File: config.mk
export PLATFORM = sky130hd
export DESIGN_NAME = npts_back
export DESIGN_NICKNAME = d
export VERILOG_FILES = /design/src/hw/rtl/npts_pkg.sv /design/src/hw/rtl/npts_back.sv
export SDC_FILE = /design/constraint.sdc
export NUM_CORES = 1
export LEC_CHECK = 0
export BUFFER_PORTS_ARGS = -buffer_cell sky130_fd_sc_hd__buf_2
export CAP_MARGIN = 20
export CORE_MARGIN = 2
export CORE_UTILIZATION = 54
export CTS_CLUSTER_DIAMETER = 200
export CTS_CLUSTER_SIZE = 24
export DETAILED_ROUTE_END_ITERATION = 8
export HOLD_SLACK_MARGIN = 0.15
export PLACE_DENSITY = 0.82
export RECOVER_POWER = 25
export SYNTH_ARGS = -nofsm -noshare
export SYNTH_HDL_FRONTEND = slang
export SYNTH_SLANG_ARGS = --single-unit
File: constraint.sdc
create_clock -name clk -period 6 [get_ports clk]
set_clock_uncertainty 0.15 [all_clocks]
set_input_delay 0.9 -clock clk [delete_from_list [all_inputs] [get_ports clk]]
set_output_delay 0.9 -clock clk [all_outputs]
set_load 0.05 [all_outputs]
File: src/hw/rtl/npts_pkg.sv
package npts_pkg;

	localparam int COORD_W    = 24;
	localparam int DIFF_W     = COORD_W + 1;
	localparam int DOT_W      = 2 * DIFF_W + 2;
	localparam int DIG_W      = 13;
	localparam int NDIG       = 4;
	localparam int PROD_W     = 2 * DOT_W;
	localparam int V_W        = PROD_W + 4;
	localparam int DIV_W      = V_W + 2;
	localparam int WFRAC      = 24;
	localparam int SQ_W       = 50;
	localparam int DIST_W     = 25;
	localparam int FACE_W     = 16;
	localparam int CFG_IDX_W  = 2;
	localparam int MAX_FACES  = 65536;
	localparam int FACE_LIMIT = (MAX_FACES - 1 > 65535) ? 65535 : MAX_FACES - 1;

	typedef logic signed [COORD_W-1:0] coord_t;

	typedef struct packed {
		coord_t x;
		coord_t y;
		coord_t z;
	} vec_t;

	typedef struct packed {
		coord_t            px;
		coord_t            py;
		coord_t            pz;
		logic [SQ_W-1:0]   sq;
		logic              last;
	} cand_t;

	typedef enum logic [1:0] {
		CFG_QUERY_X,
		CFG_QUERY_Y,
		CFG_QUERY_Z
	} cfg_reg_t;

	typedef enum logic [3:0] {
		F_IDLE,
		F_DIFF,
		F_DOT,
		F_WMUL,
		F_VSUM,
		F_CLASS,
		F_DIV,
		F_BLEND,
		F_SQ,
		F_PUSH
	} front_state_t;

	typedef enum logic [2:0] {
		R_A,
		R_B,
		R_C,
		R_AB,
		R_AC,
		R_BC,
		R_FACE
	} region_t;

	typedef enum logic [1:0] {
		B_IDLE,
		B_SQRT,
		B_OUT
	} back_state_t;

endpackage

File: src/hw/rtl/npts_back.sv
module npts_back import npts_pkg::*; (
	input  logic               clk,
	input  logic               arst_n,
	input  logic               cand_valid,
	output logic               cand_ready,
	input  cand_t              cand,
	output logic               out_valid,
	input  logic               out_ready,
	output coord_t             out_x,
	output coord_t             out_y,
	output coord_t             out_z,
	output logic [SQ_W-1:0]    out_sq,
	output logic [DIST_W-1:0]  out_dist,
	output logic [FACE_W-1:0]  out_face
);

	back_state_t state_q, state_d;

	logic [SQ_W-1:0]   best_sq_q;
	coord_t            best_x_q, best_y_q, best_z_q;
	logic [FACE_W-1:0] best_face_q, face_cnt_q;

	logic [SQ_W-1:0]   rv_q, root_q, bit_q;
	logic [4:0]        step_q;

	logic              take, better;
	logic [SQ_W-1:0]   fin_sq;
	coord_t            fin_x, fin_y, fin_z;
	logic [FACE_W-1:0] fin_face;
	logic [SQ_W:0]     trial;
	logic              tge;
	logic [SQ_W-1:0]   root_next;

	assign take     = cand_valid && cand_ready;
	assign better   = cand.sq < best_sq_q;
	assign fin_sq   = better ? cand.sq : best_sq_q;
	assign fin_x    = better ? cand.px : best_x_q;
	assign fin_y    = better ? cand.py : best_y_q;
	assign fin_z    = better ? cand.pz : best_z_q;
	assign fin_face = better ? face_cnt_q : best_face_q;

	assign trial     = {1'b0, root_q} + {1'b0, bit_q};
	assign tge       = {1'b0, rv_q} >= trial;
	assign root_next = tge ? ((root_q >> 1) + bit_q) : (root_q >> 1);

	always_comb begin
		state_d = state_q;
		unique case (state_q)
			B_IDLE:  if (take && cand.last) state_d = B_SQRT;
			B_SQRT:  if (step_q == 5'(DIST_W - 1)) state_d = B_OUT;
			B_OUT:   if (out_ready) state_d = B_IDLE;
			default: state_d = B_IDLE;
		endcase
	end

	always_comb begin
		cand_ready = 1'b0;
		out_valid  = 1'b0;
		unique case (state_q)
			B_IDLE:  cand_ready = 1'b1;
			B_OUT:   out_valid  = 1'b1;
			default: ;
		endcase
	end

	always_ff @(posedge clk or negedge arst_n) begin
		if (!arst_n) begin
			state_q     <= B_IDLE;
			best_sq_q   <= '1;
			best_x_q    <= '0;
			best_y_q    <= '0;
			best_z_q    <= '0;
			best_face_q <= '0;
			face_cnt_q  <= '0;
			step_q      <= '0;
		end else begin
			state_q <= state_d;
			if (state_q == B_IDLE && take) begin
				if (cand.last) begin
					out_x       <= fin_x;
					out_y       <= fin_y;
					out_z       <= fin_z;
					out_sq      <= fin_sq;
					out_face    <= fin_face;
					rv_q        <= fin_sq;
					root_q      <= '0;
					bit_q       <= SQ_W'(1) << (SQ_W - 2);
					step_q      <= '0;
					best_sq_q   <= '1;
					best_x_q    <= '0;
					best_y_q    <= '0;
					best_z_q    <= '0;
					best_face_q <= '0;
					face_cnt_q  <= '0;
				end else begin
					best_sq_q   <= fin_sq;
					best_x_q    <= fin_x;
					best_y_q    <= fin_y;
					best_z_q    <= fin_z;
					best_face_q <= fin_face;
					if (face_cnt_q < FACE_W'(FACE_LIMIT))
						face_cnt_q <= face_cnt_q + 1'b1;
				end
			end
			if (state_q == B_SQRT) begin
				if (tge) rv_q <= rv_q - trial[SQ_W-1:0];
				root_q <= root_next;
				bit_q  <= bit_q >> 2;
				step_q <= step_q + 5'd1;
				if (step_q == 5'(DIST_W - 1))
					out_dist <= root_next[DIST_W-1:0];
			end
		end
	end

endmodule

# ---- After elaboration in Yosys (flattened, before gate mapping)
# Cells that the tools add are included.
# Widths: inputs -> output; s select.
dict set report totals {
  register_bits 474
  inputBits 127
  out_inout_bits 165
  wordCells 77
}
dict set report op_classes {
  add_sub_neg 5
  n_lt_le_gt_ge 3
  eq_ne 6
  muxes 32
  n_reduce_logical 13
}
# cell count
set ops {}
lappend ops {{$mux 50} 12}
lappend ops {{$mux 24} 6}
lappend ops {{$mux 16} 4}
lappend ops {{$add 50x50->51} 1}
lappend ops {{$ge 50x51->1} 1}
lappend ops {{$add 49x50->50} 1}
lappend ops {{$lt 50x50->1} 1}
lappend ops {{$sub 50x50->50} 1}
lappend ops {{$mux 48} 1}
lappend ops {{$add 16x1->16 const B} 1}
lappend ops {{$lt 16x16->1 const B} 1}
lappend ops {{$mux 5} 3}
lappend ops {{$reduce_and 3->1} 4}
lappend ops {{$mux 2} 3}
lappend ops {{$ne 2x2->1 const B} 3}
lappend ops {{$pmux 2 s3} 1}
lappend ops {{$reduce_bool 2->1} 3}
lappend ops {{$add 5x1->5 const B} 1}
lappend ops {{$eq 5x5->1 const B} 1}
lappend ops {{$reduce_and 2->1} 2}
lappend ops {{$logic_and 1x1->1} 3}
lappend ops {{$eq 2x1->1 const B} 1}
lappend ops {{$eq 2x2->1 const B} 1}
lappend ops {{$logic_not 2->1} 1}
lappend ops {{$mux 1} 2}

# ---- Depth between registers and ports, before layout
dict set report depth {
  depth_word 7
  ltp_mapped 26
  mapped_depth_nobuf 24
}

# ---- Least setup slack after synthesis
# No wires, ideal clock.
dict set report synth_timing {
  path_type {register -> register}
  from {reg state_q[0]}
  to {reg bit_q[0], enable pin}
  setup_time_ps 566
  arrival_time_ps 6161
  required_time_ps 5284
  setup_slack_ps -876
  path_stages_with_launch 6
  n_path_buf 1
  synth_period_minus_slack_ps 6876
  cell_sequence {dfrtp_1 nor2_1 and3_1 clkbuf_1 nor2_1 nor2b_1}
}
dict set report synth_between {
  elab_chain_len 6
  elab_cells_between_ends 8
  cone_classes {eq/ne (1); mux (1); reduce/logical (6)}
}
# item line
set synth_rtl {}
lappend synth_rtl {{start, declared} npts_back.sv:17} ;# back_state_t state_q, state_d;
lappend synth_rtl {{start signal, assigned} npts_back.sv:77} ;# state_q <= state_d;
lappend synth_rtl {{$logic_not 2->1} npts_back.sv:59} ;# unique case (state_q)
lappend synth_rtl {{$mux 1} npts_back.sv:59}
lappend synth_rtl {{via cand_ready} npts_back.sv:5} ;# output logic cand_ready,
lappend synth_rtl {{$logic_and 1x1->1} npts_back.sv:34} ;# assign take = cand_valid && cand_ready;
lappend synth_rtl {{$logic_and 1x1->1} npts_back.sv:78} ;# if (state_q == B_IDLE && take) begin
lappend synth_rtl {{$reduce_bool 2->1 (no line)} n/a}
lappend synth_rtl {{$reduce_and 3->1 (no line)} n/a}
lappend synth_rtl {{end signal, assigned} npts_back.sv:87} ;# bit_q <= SQ_W'(1) << (SQ_W - 2);
lappend synth_rtl {{end signal, assigned} npts_back.sv:108} ;# bit_q <= bit_q >> 2;
lappend synth_rtl {{end, declared} npts_back.sv:23} ;# logic [SQ_W-1:0] rv_q, root_q, bit_q;
# The timed path passes the listed nets, and every way through them passes these cells.
# A chain may end at the register's enable or synchronous reset.

# ---- Worst setup path after layout
dict set report layout_timing {
  from {reg root_q[14]}
  to {reg root_q[5], data pin}
}
dict set report layout_between {
  elab_chain_len 4
}
# item line
set layout_rtl {}
lappend layout_rtl {{start, declared} npts_back.sv:23}
lappend layout_rtl {{start signal, assigned} npts_back.sv:107} ;# root_q <= root_next;
lappend layout_rtl {{$add 50x50->51} npts_back.sv:42} ;# assign trial = {1'b0, root_q} + {1'b0, bit_q};
lappend layout_rtl {{$ge 50x51->1} npts_back.sv:43} ;# assign tge = {1'b0, rv_q} >= trial;
lappend layout_rtl {{$mux 50} npts_back.sv:44} ;# assign root_next = tge ? ((root_q >> 1) + bit_q) : (root_q >> 1);
lappend layout_rtl {{via root_next[5]} npts_back.sv:32} ;# logic [SQ_W-1:0] root_next;
lappend layout_rtl {{$mux 50} npts_back.sv:105} ;# if (state_q == B_SQRT) begin
# The timed path passes the listed nets, and every way through them passes these cells.

==> impl_metrics.env <==
export IMPL_track_usage_pct=26.5
export IMPL_place_hpwl_um=54600
export IMPL_portBuffers=291
export IMPL_grt_pass1_vias=21700
export IMPL_max_freq_mhz=169
export IMPL_crit_fanout=8
export IMPL_reg2reg_slack_ns=0.09
export IMPL_final_nets=3296
export IMPL_cts_sinks=474
export IMPL_endpoint_kind="register"
export IMPL_clk_path_buf_depth=3
export IMPL_antenna_found_initial=13
export IMPL_fin_crit_sh_pct=98.4
export IMPL_hold_class="register to register"
export IMPL_initial_core_util_pct=54.5
export IMPL_r2r_start="root_q[14]$_SDFFCE_PN0P_"
export IMPL_holdWs_ns=0.357
export IMPL_maxSlewViolCount=116
export IMPL_setup_violations=0
export IMPL_die_h_um=234
export IMPL_io_pins=292
export IMPL_status="complete, but fails checks"
export IMPL_min_to="best_z_q[2]$_DFFE_PN0P_"
export IMPL_synthTopCellsByArea="edfxtp_1, dfrtp_1, ha_1"
export IMPL_syn_to_final_growth_pct=10.9
export IMPL_wl_per_cell_um=20.5
export IMPL_cts_root_buffer="clkbuf_16"
export IMPL_synth_top_area_cell="edfxtp_1"
export IMPL_insertion_delay_ns=0.59
export IMPL_worstSetupPathType="register to register"
export IMPL_firstDrtPassIters=6
export IMPL_gp_congestion=0.979
export IMPL_synth_ff_type="edfxtp_1"
export IMPL_wl_met3_um=4450
export IMPL_synth_edf_count=313
export IMPL_drc=0
export IMPL_ys_seq_area_share_pct=47.2
export IMPL_synth_warnings=0
export IMPL_syn_area_per_cell_um2=10.6
export IMPL_cts_htree_levels=1
export IMPL_via_count=22500
export IMPL_via_per_inst=6.11
export IMPL_hp_start="best_z_q[2]$_DFFE_PN0P_"
export IMPL_coreArea_mm2=0.0524
export IMPL_drt_initial_drc_count=2015
export IMPL_top_layer_used="met5"
export IMPL_worst_pin_slew_ns=2.90
export IMPL_finalHoldViolations=0
export IMPL_cts_reportedPaths_clkPinSlew_ns=0.10
export IMPL_arrival_ns=6.11
export IMPL_async_reset_ff_share_pct=34.0
export IMPL_die_x_um=234
export IMPL_synth_top_area_share_pct=32.9
export IMPL_slew_headroom_pct=-93.2
export IMPL_netlist_area_mm2=0.0286
export IMPL_synth_cells=2704
export IMPL_r2r_end="root_q[5]$_SDFFCE_PN0P_"
export IMPL_wl_um=75300
export IMPL_hold_depth=1
export IMPL_drive_gt1_share_pct=15.2
export IMPL_synth_distinct_cells=88
export IMPL_violations="capacitance limit, slew limit"
export IMPL_grt_pass1_wl_um=117000
export IMPL_grt_max_degree=99
export IMPL_worst_r2r_cell_count=25
export IMPL_start_kind="register"
export IMPL_min_period_ns=5.91
export IMPL_cap_viol_max_count=2
export IMPL_die_area_mm2=0.0548
export IMPL_met2_length_um=36200
export IMPL_drt_met1_wl_um=32300
export IMPL_ys_ff_latch=474
export IMPL_grt_overflow=0
export IMPL_postRouteAntennaNets=0
export IMPL_cts_tree="done"
export IMPL_cts_buffers=23
export IMPL_synth_nets=3035
export IMPL_rows=84
export IMPL_worst_ep_required_time_ns=6.20
-- cells in the mapped netlist, types with 13 or more instances --
cell type and number:
mux2_2 70, nand4_1 42, mux2_1 14, o21ai_2 14
a22o_1 97, edfxtp_1 313, xnor2_1 80, o21bai_1 29
o21a_1 16, o22ai_1 47, a21oi_1 229, a21o_1 78
nand2_1 184, ha_1 201, o21ai_1 42, buf_2 24
mux2i_1 13, dfrtp_1 111, inv_1 104, and2_1 81
nand3_1 46, nand2b_1 20, nor3_1 29, and3_1 24
clkbuf_1 85, o21ai_0 146, mux2_4 28, nor2_1 204
xor2_1 66, o211ai_1 17, a211oi_1 20, dfstp_2 50
nor2b_1 21, a31oi_1 17
-- critical path, cell delays in order, from the launching register on --
cell,delay (ns)
edfxtp_1,0.44
ha_1,0.39
and4_2,0.29
and3_1,0.16
o211ai_1,0.09
buf_4,0.17
a211oi_2,0.28
nor2_1,0.14
o21ai_1,0.29
a311oi_2,0.18
o21ai_1,0.22
a21oi_2,0.08
xnor2_1,0.14
ha_1,0.34
buf_4,0.15
nand4_1,0.21
nor4_4,0.37
nand4b_1,0.18
a21boi_2,0.23
a311oi_4,0.07
o21ai_4,0.10
nand3_4,0.16
clkbuf_16,0.22
buf_12,0.15
mux2_1,0.32
and2_1,0.16
-- area by class of cell --
| class | count | area [µm²] |
|---|---|---|
| repair buffers | 363 | 1950 |
| fillers | 4337 | 20700 |
| flip-flops and latches | 474 | 13500 |
| diodes | 11 | 27.5 |
| inverters | 104 | 390 |
| well taps | 688 | 861 |
| multi-input cells | 1999 | 14300 |
| clock inverters | 2 | 17.5 |
| clock buffers | 40 | 639 |
-- kinds of logic (layout without fill, tap and decap cells) --
kind of cell / Yosys count / in the layout / synth area share (%)
AO/OA/AOI/OAI: 836 / 836 / 19.1
AND/OR/NAND/NOR: 688 / 688 / 11.6
flip-flops: 474 / 474 / 47.2
buffers and inverters: 231 / 509 / 3.44
adder cells (fa/ha/maj): 204 / 204 / 9.00
XOR/XNOR: 146 / 146 / 4.47
multiplexers: 125 / 125 / 5.23
other: 0 / 11 / 0
-- sequential cells by signal, indices dropped and copies added (netlist names), 24 cells and up --
signal and cells:
best_sq_q 50, best_x_q 24, best_y_q 24, best_z_q 24
bit_q 50, out_dist 25, out_sq 50, out_x 24
out_y 24, out_z 24, root_q 50, rv_q 50
-- per-layer routing --
| metal | up-vias | GRT usage [%] |
|---|---|---|
| li1 | 10600 | - |
| met3 | 136 | 4.02 |
| met1 | 11100 | 35.9 |
| met4 | 2 | 9.41 |
| met5 | - | 0 |
| met2 | 733 | 43.5 |
-- how the worst max path moves through the flow --
stage,cells past startpoint,end,slack (ns),from
2_1_floorplan,4,out_face[0]$_DFFE_PP_,0.43,state_q[0]$_DFFE_PN0P_
3_3_place_gp,23,root_q[0]$_SDFFCE_PN0P_,0.13,bit_q[12]$_DFFE_PP_
3_5_place_dp,24,root_q[39]$_SDFFCE_PN0P_,-0.08,bit_q[0]$_DFFE_PP_
4_1_cts,23,root_q[24]$_SDFFCE_PN0P_,0.005,root_q[1]$_SDFFCE_PN0P_
5_1_grt,25,root_q[23]$_SDFFCE_PN0P_,-0.11,root_q[1]$_SDFFCE_PN0P_
6_report,25,root_q[5]$_SDFFCE_PN0P_,0.09,root_q[14]$_SDFFCE_PN0P_
-- through the flow --
| stage | util, % | setup slack (ns) | cell area, µm² | instances | setup TNS [ns] |
|---|---|---|---|---|---|
| 2_1_floorplan | - | 0.426 | 28600 | 2704 | 0 |
| 3_3_place_gp | 58.8 | 0.128 | 30800 | 3603 | 0 |
| 3_5_place_dp | 58.8 | -0.0844 | 30800 | 3603 | -0.613 |
| 4_1_cts | 60.1 | 0.00498 | 31500 | 3646 | 0 |
| 5_1_grt | 60.5 | -0.109 | 31700 | 3680 | -2.19 |
| 6_report | 60.5 | 0.0936 | 31700 | 3681 | 0 |
-- placed cells by master (no fill, tap or decap), types with 80 or more instances in the layout --
cell type,count
o21ai_0,140
a21oi_1,225
nand2_1,182
clkbuf_1,178
inv_1,104
buf_2,130
a22o_1,97
nor2_1,203
xnor2_1,80
edfxtp_1,313
dfrtp_1,111
ha_1,193
-- what timing repair did --
action	CTS	global route
hold endpoints to repair	22	0
gates resized for setup	4	41
setup endpoints to repair	44	125
setup buffers	0	22
pin swaps	0	24
cloned	0	1
hold buffers	1	0
Power is left out: the tool's default activity adds up to more than one toggle a clock period on the data nets, which glitch-free logic cannot reach.
