==> src/hw/rtl/npts_pkg.sv <==
package npts_pkg;

	localparam int COORD_W    = 24;
	localparam int DIFF_W     = COORD_W + 1;
	localparam int DOT_W      = 2 * DIFF_W + 2;
	localparam int DIG_W      = 13;
	localparam int NDIG       = 4;
	localparam int PROD_W     = 2 * DOT_W;
	localparam int V_W        = PROD_W + 4;
	localparam int DIV_W      = V_W + 2;
	localparam int WFRAC      = 24;
	localparam int SQ_W       = 50;
	localparam int DIST_W     = 25;
	localparam int FACE_W     = 16;
	localparam int CFG_IDX_W  = 2;
	localparam int MAX_FACES  = 65536;
	localparam int FACE_LIMIT = (MAX_FACES - 1 > 65535) ? 65535 : MAX_FACES - 1;

	typedef logic signed [COORD_W-1:0] coord_t;

	typedef struct packed {
		coord_t x;
		coord_t y;
		coord_t z;
	} vec_t;

	typedef struct packed {
		coord_t            px;
		coord_t            py;
		coord_t            pz;
		logic [SQ_W-1:0]   sq;
		logic              last;
	} cand_t;

	typedef enum logic [1:0] {
		CFG_QUERY_X,
		CFG_QUERY_Y,
		CFG_QUERY_Z
	} cfg_reg_t;

	typedef enum logic [3:0] {
		F_IDLE,
		F_DIFF,
		F_DOT,
		F_WMUL,
		F_VSUM,
		F_CLASS,
		F_DIV,
		F_BLEND,
		F_SQ,
		F_PUSH
	} front_state_t;

	typedef enum logic [2:0] {
		R_A,
		R_B,
		R_C,
		R_AB,
		R_AC,
		R_BC,
		R_FACE
	} region_t;

	typedef enum logic [1:0] {
		B_IDLE,
		B_SQRT,
		B_OUT
	} back_state_t;

endpackage

==> src/hw/rtl/npts_queue.sv <==
module npts_queue import npts_pkg::*; (
	input  logic  clk,
	input  logic  arst_n,
	input  logic  wr_valid,
	output logic  wr_ready,
	input  cand_t wr_data,
	output logic  rd_valid,
	input  logic  rd_ready,
	output cand_t rd_data
);

	cand_t      slot_q [2];
	logic       wptr_q, rptr_q;
	logic [1:0] cnt_q;
	logic       push, pop;

	assign wr_ready = cnt_q != 2'd2;
	assign rd_valid = cnt_q != 2'd0;
	assign rd_data  = slot_q[rptr_q];
	assign push     = wr_valid && wr_ready;
	assign pop      = rd_valid && rd_ready;

	always_ff @(posedge clk) begin
		if (push) slot_q[wptr_q] <= wr_data;
	end

	always_ff @(posedge clk or negedge arst_n) begin
		if (!arst_n) begin
			wptr_q <= 1'b0;
			rptr_q <= 1'b0;
			cnt_q  <= '0;
		end else begin
			if (push) wptr_q <= ~wptr_q;
			if (pop)  rptr_q <= ~rptr_q;
			case ({push, pop})
				2'b10:   cnt_q <= cnt_q + 2'd1;
				2'b01:   cnt_q <= cnt_q - 2'd1;
				default: ;
			endcase
		end
	end

endmodule

==> config.mk <==
export PLATFORM = sky130hd
export DESIGN_NAME = npts_queue
export DESIGN_NICKNAME = d
export VERILOG_FILES = /design/src/hw/rtl/npts_pkg.sv /design/src/hw/rtl/npts_queue.sv
export SDC_FILE = /design/constraint.sdc
export NUM_CORES = 1
export LEC_CHECK = 0
export BUFFER_PORTS_ARGS = -buffer_cell sky130_fd_sc_hd__buf_4
export CAP_MARGIN = 10
export CORE_MARGIN = 5
export CORE_UTILIZATION = 30
export DETAILED_ROUTE_END_ITERATION = 16
export GPL_TIMING_DRIVEN = 0
export SYNTH_ARGS = -nofsm -noshare
export SYNTH_HDL_FRONTEND = slang
export SYNTH_SLANG_ARGS = --single-unit
==> constraint.sdc <==
create_clock -name clk -period 10.3 [get_ports clk]
set_input_delay 1.03 -clock clk [delete_from_list [all_inputs] [get_ports clk]]
set_output_delay 1.03 -clock clk [all_outputs]
set_load 0.02 [all_outputs]
**Word level (Yosys, flattened, before mapping)**

Memory sizes are Yosys's and may differ from the RTL's.
Cells that the tools add are included.

- $add $sub $neg: 2
- $mul: 0
- Divide/modulo/power cells: 0
- $lt $le $gt $ge: 0
- Equal/unequal tests: 3
- Shift-type cells: 0
- Muxes and demuxes: 3
- Bitwise operators: 2
- Reductions and logical operators: 4

Operators by type and width:

| operator | number |
|---|---|
| $pmux 2 s2 | 1 |
| $reduce_bool 2->1 | 2 |
| $add 2x1->2 const B | 1 |
| $eq 2x1->1 const B | 1 |
| $eq 2x2->1 const B | 1 |
| $logic_and 1x1->1 | 2 |
| $mux 1 | 2 |
| $ne 2x2->1 const B | 1 |
| $not 1->1 | 2 |
| $sub 2x1->2 const B | 1 |

- Register bits after elaboration: 4
- Bits in latches: 0
- Memory bits (writable): 246
- Bits in read-only memories: 0
- Input bits: 127
- Output and inout port bits: 125
- Logic and storage cells: 18
- Memories kept: 1

Memories:

| memory | words | width | read ports | clocked after Yosys merged registers in | write ports | RTL line | source |
|---|---|---|---|---|---|---|---|
| slot_q | 2 | 123 | 1 | 0 | 1 | npts_queue.sv:12 | `cand_t slot_q [2];` |

**Depth between registers and ports, before layout**

Gate-level depths: netlist of the first run.

- Depth in word-level cells: 4
- Mapped depth: 6
- Mapped depth without buffers: 6

**Least setup slack after synthesis of the first run**

No wires, ideal clock.

- Path type: input-to-reg
- Start point: input port wr_valid
- End point: memory slot_q[0][0] (netlist name) (enable)
- Library setup time: 0.607 ns
- Arrival: 6.244 ns
- Data required time: 9.693 ns
- Slack: 3.450 ns
- Stages on the path: 2
- Buffers on the path: 0
- Cell sequence: nand2_1 nor2_1

- Word-level cells in the longest chain between the ends: 3

Ends and longest elaborated chain:

| item | RTL line | source |
|---|---|---|
| from (decl) | npts_queue.sv:4 | `input logic wr_valid,` |
| $logic_and 1x1->1 | npts_queue.sv:20 | `assign push = wr_valid && wr_ready;` |
| $mux 1 | npts_queue.sv:24 | `if (push) slot_q[wptr_q] <= wr_data;` |
| $mux 1 (implied by the code) | npts_queue.sv:24 |  |
| to (decl) | npts_queue.sv:12 |  |

Every way passes these cells.

==> metrics.md, run 1 <==
| Metric | Value |
|---|---|
| Routed Wire Length | 19.3 mm |
| Initial DRC count | between 100 and 150 |
| I/O pin count | 252 |
| Tmin final | 2.93 ns |
| Via/cell ratio | 4.24 |
| FF-to-FF path depth | 5 |
| Site Rows | 64 |
| CP max FO | 10 |
| Die area | about 0.035 mm2 |
| Ys Warns | 0 |
| Routed WL per cell | 17.5 um |
| RSZ-0062 raised after global routing | false |
| Status | finished, final reports clean |
| Synth unique cells | 15 |
| Sequence of cells on the critical path | buf_6 > buf_6 > buf_6 > mux2_4 > buf_4 |
| Leak Pwr | 4.88 nW |
| Maximum buffer depth of the clock tree | 3 |
| Die H | ~190 um |
| Grt ovf | 0 |
| Synthesis-stage register bit count | 250 |
| Area delta synth->final | 36.6% |
| Largest net degree at the start of global routing | 53 |
| Antenna Nets Post-Route | 0 |
| Max Freq | 341 MHz |
| Post-CTS resize count | 0 |
| Min-delay worst type | in -> async |
| Worst path slowest cell | dfrtp_1 |
| Area of the multi-input gates | 0.00172 mm2 |
| Hold Violations, Final | 0 |
| Core area | 0.0306 mm2 |
| Netlist Area Pre-Place | between 0.009 and 0.01 mm2 |
| CTS tree | yes |
| Endpoints failing setup | 0 |
| Reg area | roughly 0.0075 mm2 |
| Cts hold-fix bufs | 0 |
| Startpoint Class | flop |
| Most used cell along the critical path | buf_6 |
| Max incr delay on CP | 0.34 ns |
| Clk sinks | 250 |
| Worst Tran Pin Value | approximately 0.72 ns |
| Design Area, Final | 0.0127 mm2 |
| Number of global-route vias before repair | 4929 |
| Syn_nets | 528 |
| Max-slew violation count | 0 |
| Max-Cap Viols | 0 |
| Avg Synthesized Cell Area | 23.3 um2 |
| Placed Area | 0.0118 mm2 |
| Sequential area share after synthesis | 0.804 |
| Rel. slew slack | 0.517 |
| CTS root buffer | clkbuf_16 |
| Peak supply drop | 178 uV |
| Final period utilization | 0.284 |
| Gpl congestion | 0.664 |
| Share of layout cells above drive strength 1 | 0.618 |
| R2r setup slk | 8.10 ns |
| Final HPWL DP | 13.5 mm |
| Hold slack | 0.292 ns |
| Setup Fix Bufs, Post-CTS | 0 |
| DRC viols | 0 |
| Critical Path RT | 9.27 ns |
| H-tree depth reported by CTS | 1 |
| TritonRoute pass-1 iters | 4 |
| First-pass GRT wire length | 28.2 mm |
| Total global-route track usage | 0.105 |
| Final #Nets | 814 |
| WS Path Type | reg -> out |
| Input/output buffers | 251 |
| Die width | 186 um |
| Crit. End Element | output pin |
| Clock latency on the worst-skew pair | 0.52 ns |
| Crit path DAT | 1.90 ns |
| Filler instances | ~2.8k |
| CTS Buf Count | 27 |
| Initial antenna violation count | 0 |
| DR vias | ~4.7k |
| N_diodes | 0 |
| Starting Density | 0.304 |
| Final clock skew | 0.0118 ns |
| Clock-pin slew on the worst setup and hold paths | 0.06 ns |
| PwrDens | approximately 300 mW/mm2 |
| Mapped Cells | 400 |
==> layout by cell type (no fill, tap or decap) <==
cell type | Yosys | layout
ha_1 | 1 | 1
nand2_1 | 1 | 1
bufinv_16 | 0 | 4
clkinv_1 | 0 | 10
nor2_1 | 2 | 1
mux2_4 | 60 | 60
mux2_2 | 63 | 63
buf_2 | 6 | 6
buf_4 | 0 | 251
clkbuf_16 | 0 | 27
buf_12 | 0 | 4
or2_2 | 1 | 1
dfrtp_1 | 4 | 4
and2_1 | 1 | 1
clkinvlp_4 | 0 | 1
nor2_4 | 0 | 1
clkinv_2 | 0 | 7
xnor2_1 | 3 | 3
edfxtp_1 | 246 | 246
nand2b_1 | 1 | 1
and3_4 | 0 | 1
buf_16 | 0 | 2
buf_6 | 8 | 8
xor2_1 | 2 | 2
==> power breakdown <==
| part | total [mW] | switching [mW] | internal, mW |
|---|---|---|---|
| Sequential | 1.44 | 0.0493 | 1.39 |
| Clock | 0.947 | 0.374 | 0.573 |
| Combinational | 1.42 | 0.750 | 0.673 |
| Total | 3.81 | 1.17 | 2.64 |
==> cells by family after synthesis <==
| group | after synthesis | synth area share |
|---|---|---|
| muxes | 123 | 0.173 |
| adders and majority gates | 1 | 0.00134 |
| xor gates and xnor gates | 5 | 0.00470 |
| buffers and inverters | 14 | 0.0129 |
| and+or+nand+nor | 7 | 0.00390 |
| DFF | 250 | 0.804 |
==> worst max-delay path, delay by kind of cell (launching register included) <==
kind,cells,cell delay (ns)
buf+inv,4,0.71
flops,1,0.34
mux,1,0.32
==> cell usage after synthesis <==
library cell,count,area [um2]
edfxtp_1,246,7390
mux2_2,63,709
mux2_4,60,901
buf_6,8,90.1
buf_2,6,30.0
dfrtp_1,4,100
xnor2_1,3,26.3
nor2_1,2,7.51
xor2_1,2,17.5
and2_1,1,6.26
and3_1,1,6.26
ha_1,1,12.5
nand2_1,1,3.75
nand2b_1,1,6.26
or2_2,1,6.26
==> final cells by class <==
class / count / share of cell area
Sequential cell: 250 / 0.589
Clock inverter: 22 / 0.0157
Buffer: 14 / 0.00945
Clock buffer: 27 / 0.0531
Tap cell: 396 / 0.0390
Multi-Input combinational cell: 136 / 0.135
Timing Repair Buffer: 257 / 0.159
==> final timing paths <==
path	startpoint	end
max in group asynchronous	arst_n	rptr_q
min reg2reg	cnt_q[1]	cnt_q[1]
max	rptr_q	rd_data[92]
min	arst_n	cnt_q[0]
min in group clk	cnt_q[1]	cnt_q[1]
max reg2reg	cnt_q[0]	slot_q[0][69]
==> routing by layer <==
metal | track usage | share of wire
met3 | 0.0393 | 0.093
met4 | 0.0268 | 0.020
met1 | 0.128 | 0.39
met5 | 0.0124 | 0.0031
met2 | 0.176 | 0.49
==> sequential cells by signal (all words and copies together), names as in the netlist <==
signal,count
rptr_q,1
cnt_q,2
slot_q,246
wptr_q,1
==> through the flow <==
stage	instances	worst slack [ns]	TNS, ns	utilization	total power, mW
2_1_floorplan	400	3.45	0	-	2.37
3_3_place_gp	1047	-0.269	-31.38	0.382	2.94
3_5_place_dp	1053	7.55	0	0.387	2.92
4_1_cts	1102	7.28	0	0.416	3.89
5_1_grt	1102	7.25	0	0.416	4.00
6_report	1102	7.37	0	0.416	3.81
No activity file was read; power rests on OpenSTA's default activity.
==> run 2, diff against run 1 <==
--- a/config.mk
+++ b/config.mk
@@ -5,6 +5,7 @@
 export SDC_FILE = /design/constraint.sdc
 export NUM_CORES = 1
 export LEC_CHECK = 0
+export ABC_AREA = 1
 export BUFFER_PORTS_ARGS = -buffer_cell sky130_fd_sc_hd__buf_4
 export CAP_MARGIN = 10
 export CORE_MARGIN = 5
==> constraint.sdc (replaced) <==
create_clock -name clk -period 2.4 [get_ports clk]
set_input_delay 0.24 -clock clk [delete_from_list [all_inputs] [get_ports clk]]
set_output_delay 0.24 -clock clk [all_outputs]
set_load 0.02 [all_outputs]
==> metrics.md, run 2 <==
| Metric | Value |
|---|---|
| Top cells by count, synth | 379 x nand2_1, 246 x edfxtp_1, 17 x buf_2, 8 x buf_6, 6 x inv_1 |
| Number of global-route vias before repair | 6574 (+33%) |
| Clk sinks | 250 (unchanged) |
| Number of synthesized flops with an enable pin | 246 (unchanged) |
| Rel. slew slack | 0.552 (+0.0350) |
| CTS Buf Count | 26 (-3.7%) |
| I/O pin count | 252 (unchanged) |
| Max incr delay on CP | 0.50 ns (+0.16 ns) |
| Most common cell in the synthesized netlist | nand2_1 |
| Max-slew violation count | 0 (unchanged) |
| Starting Density | 0.302 (-0.00259) |
| Startpoint Class | flop |
| Largest cells by area after synthesis | edfxtp_1 80%, nand2_1 15%, dfrtp_1 1.1%, buf_6 0.98%, buf_2 0.93% |
| CTS tree | yes |
| Final #Nets | 1214 (+49%) |
| Synthesis-stage register bit count | 250 (unchanged) |
| R2r setup slk | 0.31 ns (-7.79 ns) |
| Final HPWL DP | 14.9 mm (+10%) |
| Critical Path Stages | 7 (+2) |
| Core area | 0.0304 mm2 (-0.52%) |
| Syn_nets | 800 (+52%) |
| Filler instances | 2683 (-3.4%) |
| Clock-pin slew on the worst setup and hold paths | 0.06 ns (about the same) |
| P_int | 10.5 mW (+300%) |
| Maximum buffer depth of the clock tree | 3 (unchanged) |
| Hold Violations, Final | 0 (unchanged) |
| Routed WL per cell | 14.7 um (-16%) |
| Area delta synth->final | 50.6% |
| Leak Pwr | 5.85 nW (+20%) |
| Synth unique cells | 14 (-1) |
| Worst Tran Pin Value | 0.671 ns (-0.0523 ns) |
| Share of the synthesized area in the top cell type | 0.804 (+0.0110) |
| Die area | 0.0342 mm2 (-1.3%) |
| Final period utilization | 0.870 |
| Sequence of cells on the critical path | inv_2 > nand2_4 > nand2_4 > nor2_4 > buf_16 > buf_16 > buf_12 |
| DRC viols | 0 (unchanged) |
| Async S/R FF share, synth | 0.0160 (unchanged) |
| Via/cell ratio | 4.12 (-2.8%) |
| Setup tns final | 0 ns (unchanged) |
| Area of the multi-input gates | 0.00151 mm2 (-12%) |
| Area leader, netlist | edfxtp_1 |
| Avg Synthesized Cell Area | 13.7 um2 (-41%) |
| Most frequent cells in the layout | 377 x nand2_1, 253 x buf_4, 246 x edfxtp_1 |
| WP buf/inv | 4 (unchanged) |
| Seq pwr share | 0.374 (-0.004) |
| Final WS setup | 0.312 ns (-7.06 ns) |
| DR vias | 6203 (+33%) |
| Mapped Cells | 672 (+68%) |
| Initial DRC count | 250 (+72%) |
| TritonRoute pass-1 iters | 4 (unchanged) |
| Input/output buffers | 251 (unchanged) |
| Clock latency on the worst-skew pair | 0.52 ns (about the same) |
| Crit. End Element | flop |
| Reg area | 0.00749 mm2 (unchanged) |
| Die width | 185 um (-0.65%) |
| Max FFs per register | 246 (unchanged) |
| Crit path DAT | 2.30 ns (+0.40 ns) |
| Netlist Area Pre-Place | 0.00918 mm2 (-1.4%) |
| CP max FO | 28 (+18) |
| First-pass GRT wire length | 34.0 mm (+21%) |
| Family with the most delay on the worst path | buffers and inverters |
| Max-Cap Viols | 0 (unchanged) |
| CTS root buffer | clkbuf_16 |
| Final clock skew | 0.00596 ns (-0.00580 ns) |
| Sequential area share after synthesis | 0.815 (+0.0112) |
| Post-CTS resize count | 0 (unchanged) |
| Peak supply drop | 627 uV (+250%) |
| Critical R2R Capture | slot_q[0][6] |
| Initial antenna violation count | 2 (+2) |
| Crit path launch | cnt_q[0] |
| Critical Path RT | 2.61 ns (-6.66 ns) |
| Total global-route track usage | 0.124 (+0.0190) |
| Largest regs | slot_q x246, cnt_q x2 |
| H-tree depth reported by CTS | 1 (unchanged) |
| PwrDens | 1190 mW/mm2 (+300%) |
| Status | finished, final reports clean |
| WS Path Type | reg -> reg |
| R2R Path Start | cnt_q[0] |
| Worst Setup EP | slot_q[0][6] |
| Grt ovf | 0 (unchanged) |
| Pre-CTS WS | 0.274 ns (-7.27 ns) |
| Total power after layout | 16.5 mW (+330%) |
| Endpoints failing setup | 0 (unchanged) |
| Largest Register | slot_q |
| Routed Wire Length | 22.1 mm (+14%) |
| Site Rows | 64 (unchanged) |
| Commonest non-fill, non-tap cell in the layout | nand2_1 |
| Clock Power Share | 0.219 (-0.030) |
| Comb power frac | 0.407 (+0.033) |
| Switching Share | 0.360 (+0.0521) |
| Synth Flop Type | edfxtp_1 |
| Antenna Nets Post-Route | 0 (unchanged) |
| Share of layout cells above drive strength 1 | 0.298 (-0.319) |
| FF-to-FF path depth | 7 (+2) |
| Worst path slowest cell | nor2_4 |
| Ys Warns | 0 (unchanged) |
| Die H | 185 um (-0.65%) |
| Tmin final | 2.09 ns |
| Min-delay worst type | in -> async |
| Max Freq | 479 MHz |
| RSZ-0062 raised after global routing | false |
| Largest net degree at the start of global routing | 32 (-40%) |
| NetSw | 5.93 mW (+410%) |
| Gpl congestion | 0.722 (+8.8%) |
==> run 2: cell count changes after synthesis, moves of 2 or more <==
cell,delta
buf_2,+11
buf_4,+2
inv_1,+6
mux2_2,-63
mux2_4,-60
nand2_1,+378
nand3_1,+2
xnor2_1,-2
xor2_1,-2
==> run 2: per-stage QoR <==
stage	hold slack [ns]	area (um2)	instances	util
after floorplan	-0.0556	9210	672	-
after global placement	0.0472	11600	1319	0.381
after detailed placement	0.0473	11800	1328	0.387
after CTS	0.0532	13800	1502	0.454
after global routing	0.0732	13800	1504	0.454
final	0.104	13800	1504	0.454
==> run 2: worst reg2reg max path: stages, from the launching register on <==
cell	delay, ns
dfrtp_1	0.39
inv_2	0.08
nand2_4	0.09
nand2_4	0.08
nor2_4	0.50
buf_16	0.24
buf_16	0.18
buf_12	0.21
==> run 2: repair_timing <==
item,4_1_cts,5_1_grt
endpoints found under the hold margin,252,0
hold buffers,126,0
buffers inserted,0,0
setup endpoints to repair,0,0
==> run 2: worst min path at each step <==
stage / cells past startpoint / start / slack, ns / to
floorplan: 0 / arst_n / -0.06 / cnt_q[0]
global placement: 1 / arst_n / 0.05 / wptr_q
detailed placement: 1 / arst_n / 0.05 / wptr_q
CTS: 2 / arst_n / 0.05 / wptr_q
global route: 2 / arst_n / 0.07 / wptr_q
finish: 2 / arst_n / 0.10 / cnt_q[0]
==> run 2: layout make-up <==
cell class / instances / share of cell area
buffer: 27 / 0.0138
tap: 396 / 0.0358
inverter: 7 / 0.00208
clock inverter: 15 / 0.00525
multi-input combinational: 388 / 0.109
clock buffer: 33 / 0.0505
timing repair buffer: 386 / 0.242
antenna: 2 / 0.000362
sequential: 250 / 0.542
==> run 2: power groups by stage <==
| stage | logic, mW | clock network, mW | registers, mW |
|---|---|---|---|
| final | 6.71 | 3.60 | 6.16 |
| after global routing | 7.36 | 3.92 | 6.23 |
| after CTS | 6.87 | 3.74 | 6.16 |
| after detailed placement | 6.69 | 0 | 6.25 |
| after global placement | 6.40 | 0 | 6.34 |
| after floorplan | 3.59 | 0 | 6.27 |
==> run 2: logic make-up after synthesis <==
logic type / Yosys count / synth area share
flip-flops: 250 / 0.815
AND/OR/NAND/NOR: 385 / 0.158
adder cells (fa/ha/maj): 1 / 0.00136
AO/OA/AOI/OAI: 1 / 0.000545
XOR/XNOR: 1 / 0.000954
buffers and inverters: 34 / 0.0238
==> run 2: routing by layer <==
metal / vias to the layer above / GRT usage / routed length, um
li1: 3093 / - / -
met1: 2867 / 0.149 / 8800
met2: 207 / 0.214 / 10600
met3: 36 / 0.0426 / 2150
met4: 0 / 0.0326 / 481
met5: - / 0 / 0
==> run 3, diff against run 2 <==
--- a/config.mk
+++ b/config.mk
@@ -8,10 +8,13 @@
 export ABC_AREA = 1
 export BUFFER_PORTS_ARGS = -buffer_cell sky130_fd_sc_hd__buf_4
 export CAP_MARGIN = 10
+export CELL_PAD_IN_SITES_DETAIL_PLACEMENT = 2
+export CELL_PAD_IN_SITES_GLOBAL_PLACEMENT = 2
 export CORE_MARGIN = 5
 export CORE_UTILIZATION = 30
 export DETAILED_ROUTE_END_ITERATION = 16
 export GPL_TIMING_DRIVEN = 0
+export PLACE_DENSITY_LB_ADDON = 0.1
 export SYNTH_ARGS = -nofsm -noshare
 export SYNTH_HDL_FRONTEND = slang
 export SYNTH_SLANG_ARGS = --single-unit
==> metrics.md, run 3 (same netlist as run 2, synthesis figures left out) <==
| Metric | Value |
|---|---|
| Status | finished, final reports clean |
| Gpl congestion | 0.673 (-6.8%) |
| Crit. End Element | output pin |
| FF-to-FF path depth | 6 (-1) |
| Endpoints failing setup | 0 (unchanged) |
| Initial DRC count | 242 (-3.2%) |
| Critical Path RT | 2.16 ns (-0.45 ns) |
| Die width | 185 um (unchanged) |
| Die H | 185 um (unchanged) |
| WS Path Type | reg -> out |
| Placed Area | 0.0118 mm2 (about the same) |
| Min-delay worst type | in -> async |
| First-pass GRT wire length | 40.3 mm (+18%) |
| Largest Register | slot_q |
| Clock-pin slew on the worst setup and hold paths | 0.06 ns (about the same) |
| Max-Cap Viols | 0 (unchanged) |
| Site Rows | 64 (unchanged) |
| Hold Violations, Final | 0 (unchanged) |
| Max Freq | 466 MHz (-2.7%) |
| Input/output buffers | 251 (unchanged) |
| DRC viols | 0 (unchanged) |
| Share of layout cells above drive strength 1 | 0.294 (-0.00463) |
| Most frequent cells in the layout | 377 x nand2_1, 253 x buf_4, 246 x edfxtp_1 |
| Routed WL per cell | 17.6 um (+20%) |
| Max FFs per register | 246 (unchanged) |
| Number of global-route vias before repair | 7376 (+12%) |
| Clock latency on the worst-skew pair | 0.52 ns (about the same) |
| Crit path DAT | 1.90 ns (-0.40 ns) |
| Worst path slowest cell | dfrtp_1 |
| Final HPWL DP | 17.6 mm (+19%) |
| Commonest non-fill, non-tap cell in the layout | nand2_1 |
| Via/cell ratio | 4.33 (+5.0%) |
| Setup tns final | 0 ns (unchanged) |
| Antenna Nets Post-Route | 0 (unchanged) |
| Setup Fix Bufs, Post-CTS | 0 (unchanged) |
| Initial antenna violation count | 2 (unchanged) |
| Largest regs | slot_q x246, cnt_q x2 |
| CP max FO | 10 (-64%) |
| TritonRoute pass-1 iters | 4 (unchanged) |
| RSZ-0062 raised after global routing | false |
| PwrDens | 1220 mW/mm2 (+2.4%) |
| Leak Pwr | 5.85 nW (about the same) |
| Die area | 0.0342 mm2 (unchanged) |
| CTS root buffer | clkbuf_16 |
| Final #Nets | 1216 (+0.16%) |
| Maximum buffer depth of the clock tree | 3 (unchanged) |
| Area delta synth->final | 50.9% |
| Sequence of cells on the critical path | buf_4 > inv_4 > buf_6 > buf_6 > nand2_1 > nand2_1 > buf_4 |
| Share of the core filled with cells | 0.455 (+0.00107) |
| DR vias | 6495 (+4.7%) |
| Startpoint Class | flop |
| Routed Wire Length | 26.4 mm (+20%) |
| Max incr delay on CP | 0.36 ns (-0.14 ns) |
| CTS Buf Count | 28 (+7.7%) |
| Clk sinks | 250 (unchanged) |
| H-tree depth reported by CTS | 1 (unchanged) |
| Core area | 0.0304 mm2 (unchanged) |
| Starting Density | 0.302 (unchanged) |
| Design Area, Final | 0.0139 mm2 (+0.24%) |
| Rel. slew slack | 0.453 (-0.0985) |
| Largest net degree at the start of global routing | 30 (-6.3%) |
| Final period utilization | 0.894 (+0.0238) |
| Max-slew violation count | 0 (unchanged) |
| Grt ovf | 0 (unchanged) |
| Total global-route track usage | 0.151 (+0.0265) |
| Worst Tran Pin Value | 0.818 ns (+0.147 ns) |
| I/O pin count | 252 (unchanged) |
| Peak supply drop | 806 uV (+29%) |
| Final clock skew | 0.00564 ns (-0.000321 ns) |
| Tmin final | 2.14 ns (+0.0571 ns) |
| CTS tree | yes |
run 3: per-layer routing:
layer / GRT usage / vias up / wire (um)
met3: 0.0363 / 35 / 1730
met5: 0 / - / 13
li1: - / 3095 / -
met4: 0.0302 / 2 / 405
met1: 0.182 / 3188 / 10700
met2: 0.275 / 175 / 13600
run 3: worst max-delay path: cells and delay by family (launching register included):
family / cells / cell delay (ns)
buffers and inverters: 5 / 0.84
DFF: 1 / 0.36
and+or+nand+nor: 2 / 0.18
run 3: cell type report:
cell class / count / area [um2]
clock inverters: 6 / 50.0
well taps: 396 / 495
repair buffers: 386 / 3330
diodes: 1 / 2.50
fillers: 3040 / 16600
flip-flops and latches: 250 / 7490
multi-input cells: 388 / 1510
clock buffers: 39 / 763
inverters: 7 / 28.8
plain buffers: 27 / 190
run 3: report_power, final:
| group | internal, mW | switching (mW) | total, mW |
|---|---|---|---|
| clock | 2.29 | 1.56 | 3.85 |
| sequential | 5.95 | 0.233 | 6.18 |
| combinational | 2.54 | 4.34 | 6.88 |
| total | 10.8 | 6.13 | 16.9 |
run 3: final timing paths:
| path | start | endpoint | slack (ns) |
|---|---|---|---|
| worst max-delay path | rptr_q | rd_data[94] | 0.26 |
| worst min-delay path | arst_n | rptr_q | 0.1 |
| worst max register to register | cnt_q[0] | slot_q[0][40] | 0.44 |
| worst min register to register | cnt_q[0] | cnt_q[0] | 0.51 |
| max in group asynchronous | arst_n | cnt_q[1] | 2.20 |
| min in group clk | wr_data[80] | slot_q[0][80] | 0.45 |
run 3: stage by stage:
step	std cells	setup slack (ns)	hold slack [ns]	total power, mW
detailed placement	1328	0.413	0.0477	13.2
global placement	1319	-1.86	0.0457	12.9
floorplan	672	-0.487	-0.0556	9.86
global route	1500	0.138	0.0926	18.0
CTS	1499	0.177	0.0583	17.3
finish	1500	0.255	0.0960	16.9
run 3: timing repair:
action                    4_1_cts  5_1_grt
hold endpoints to repair      252        0
resized for setup               0        0
hold buffers                  126        0
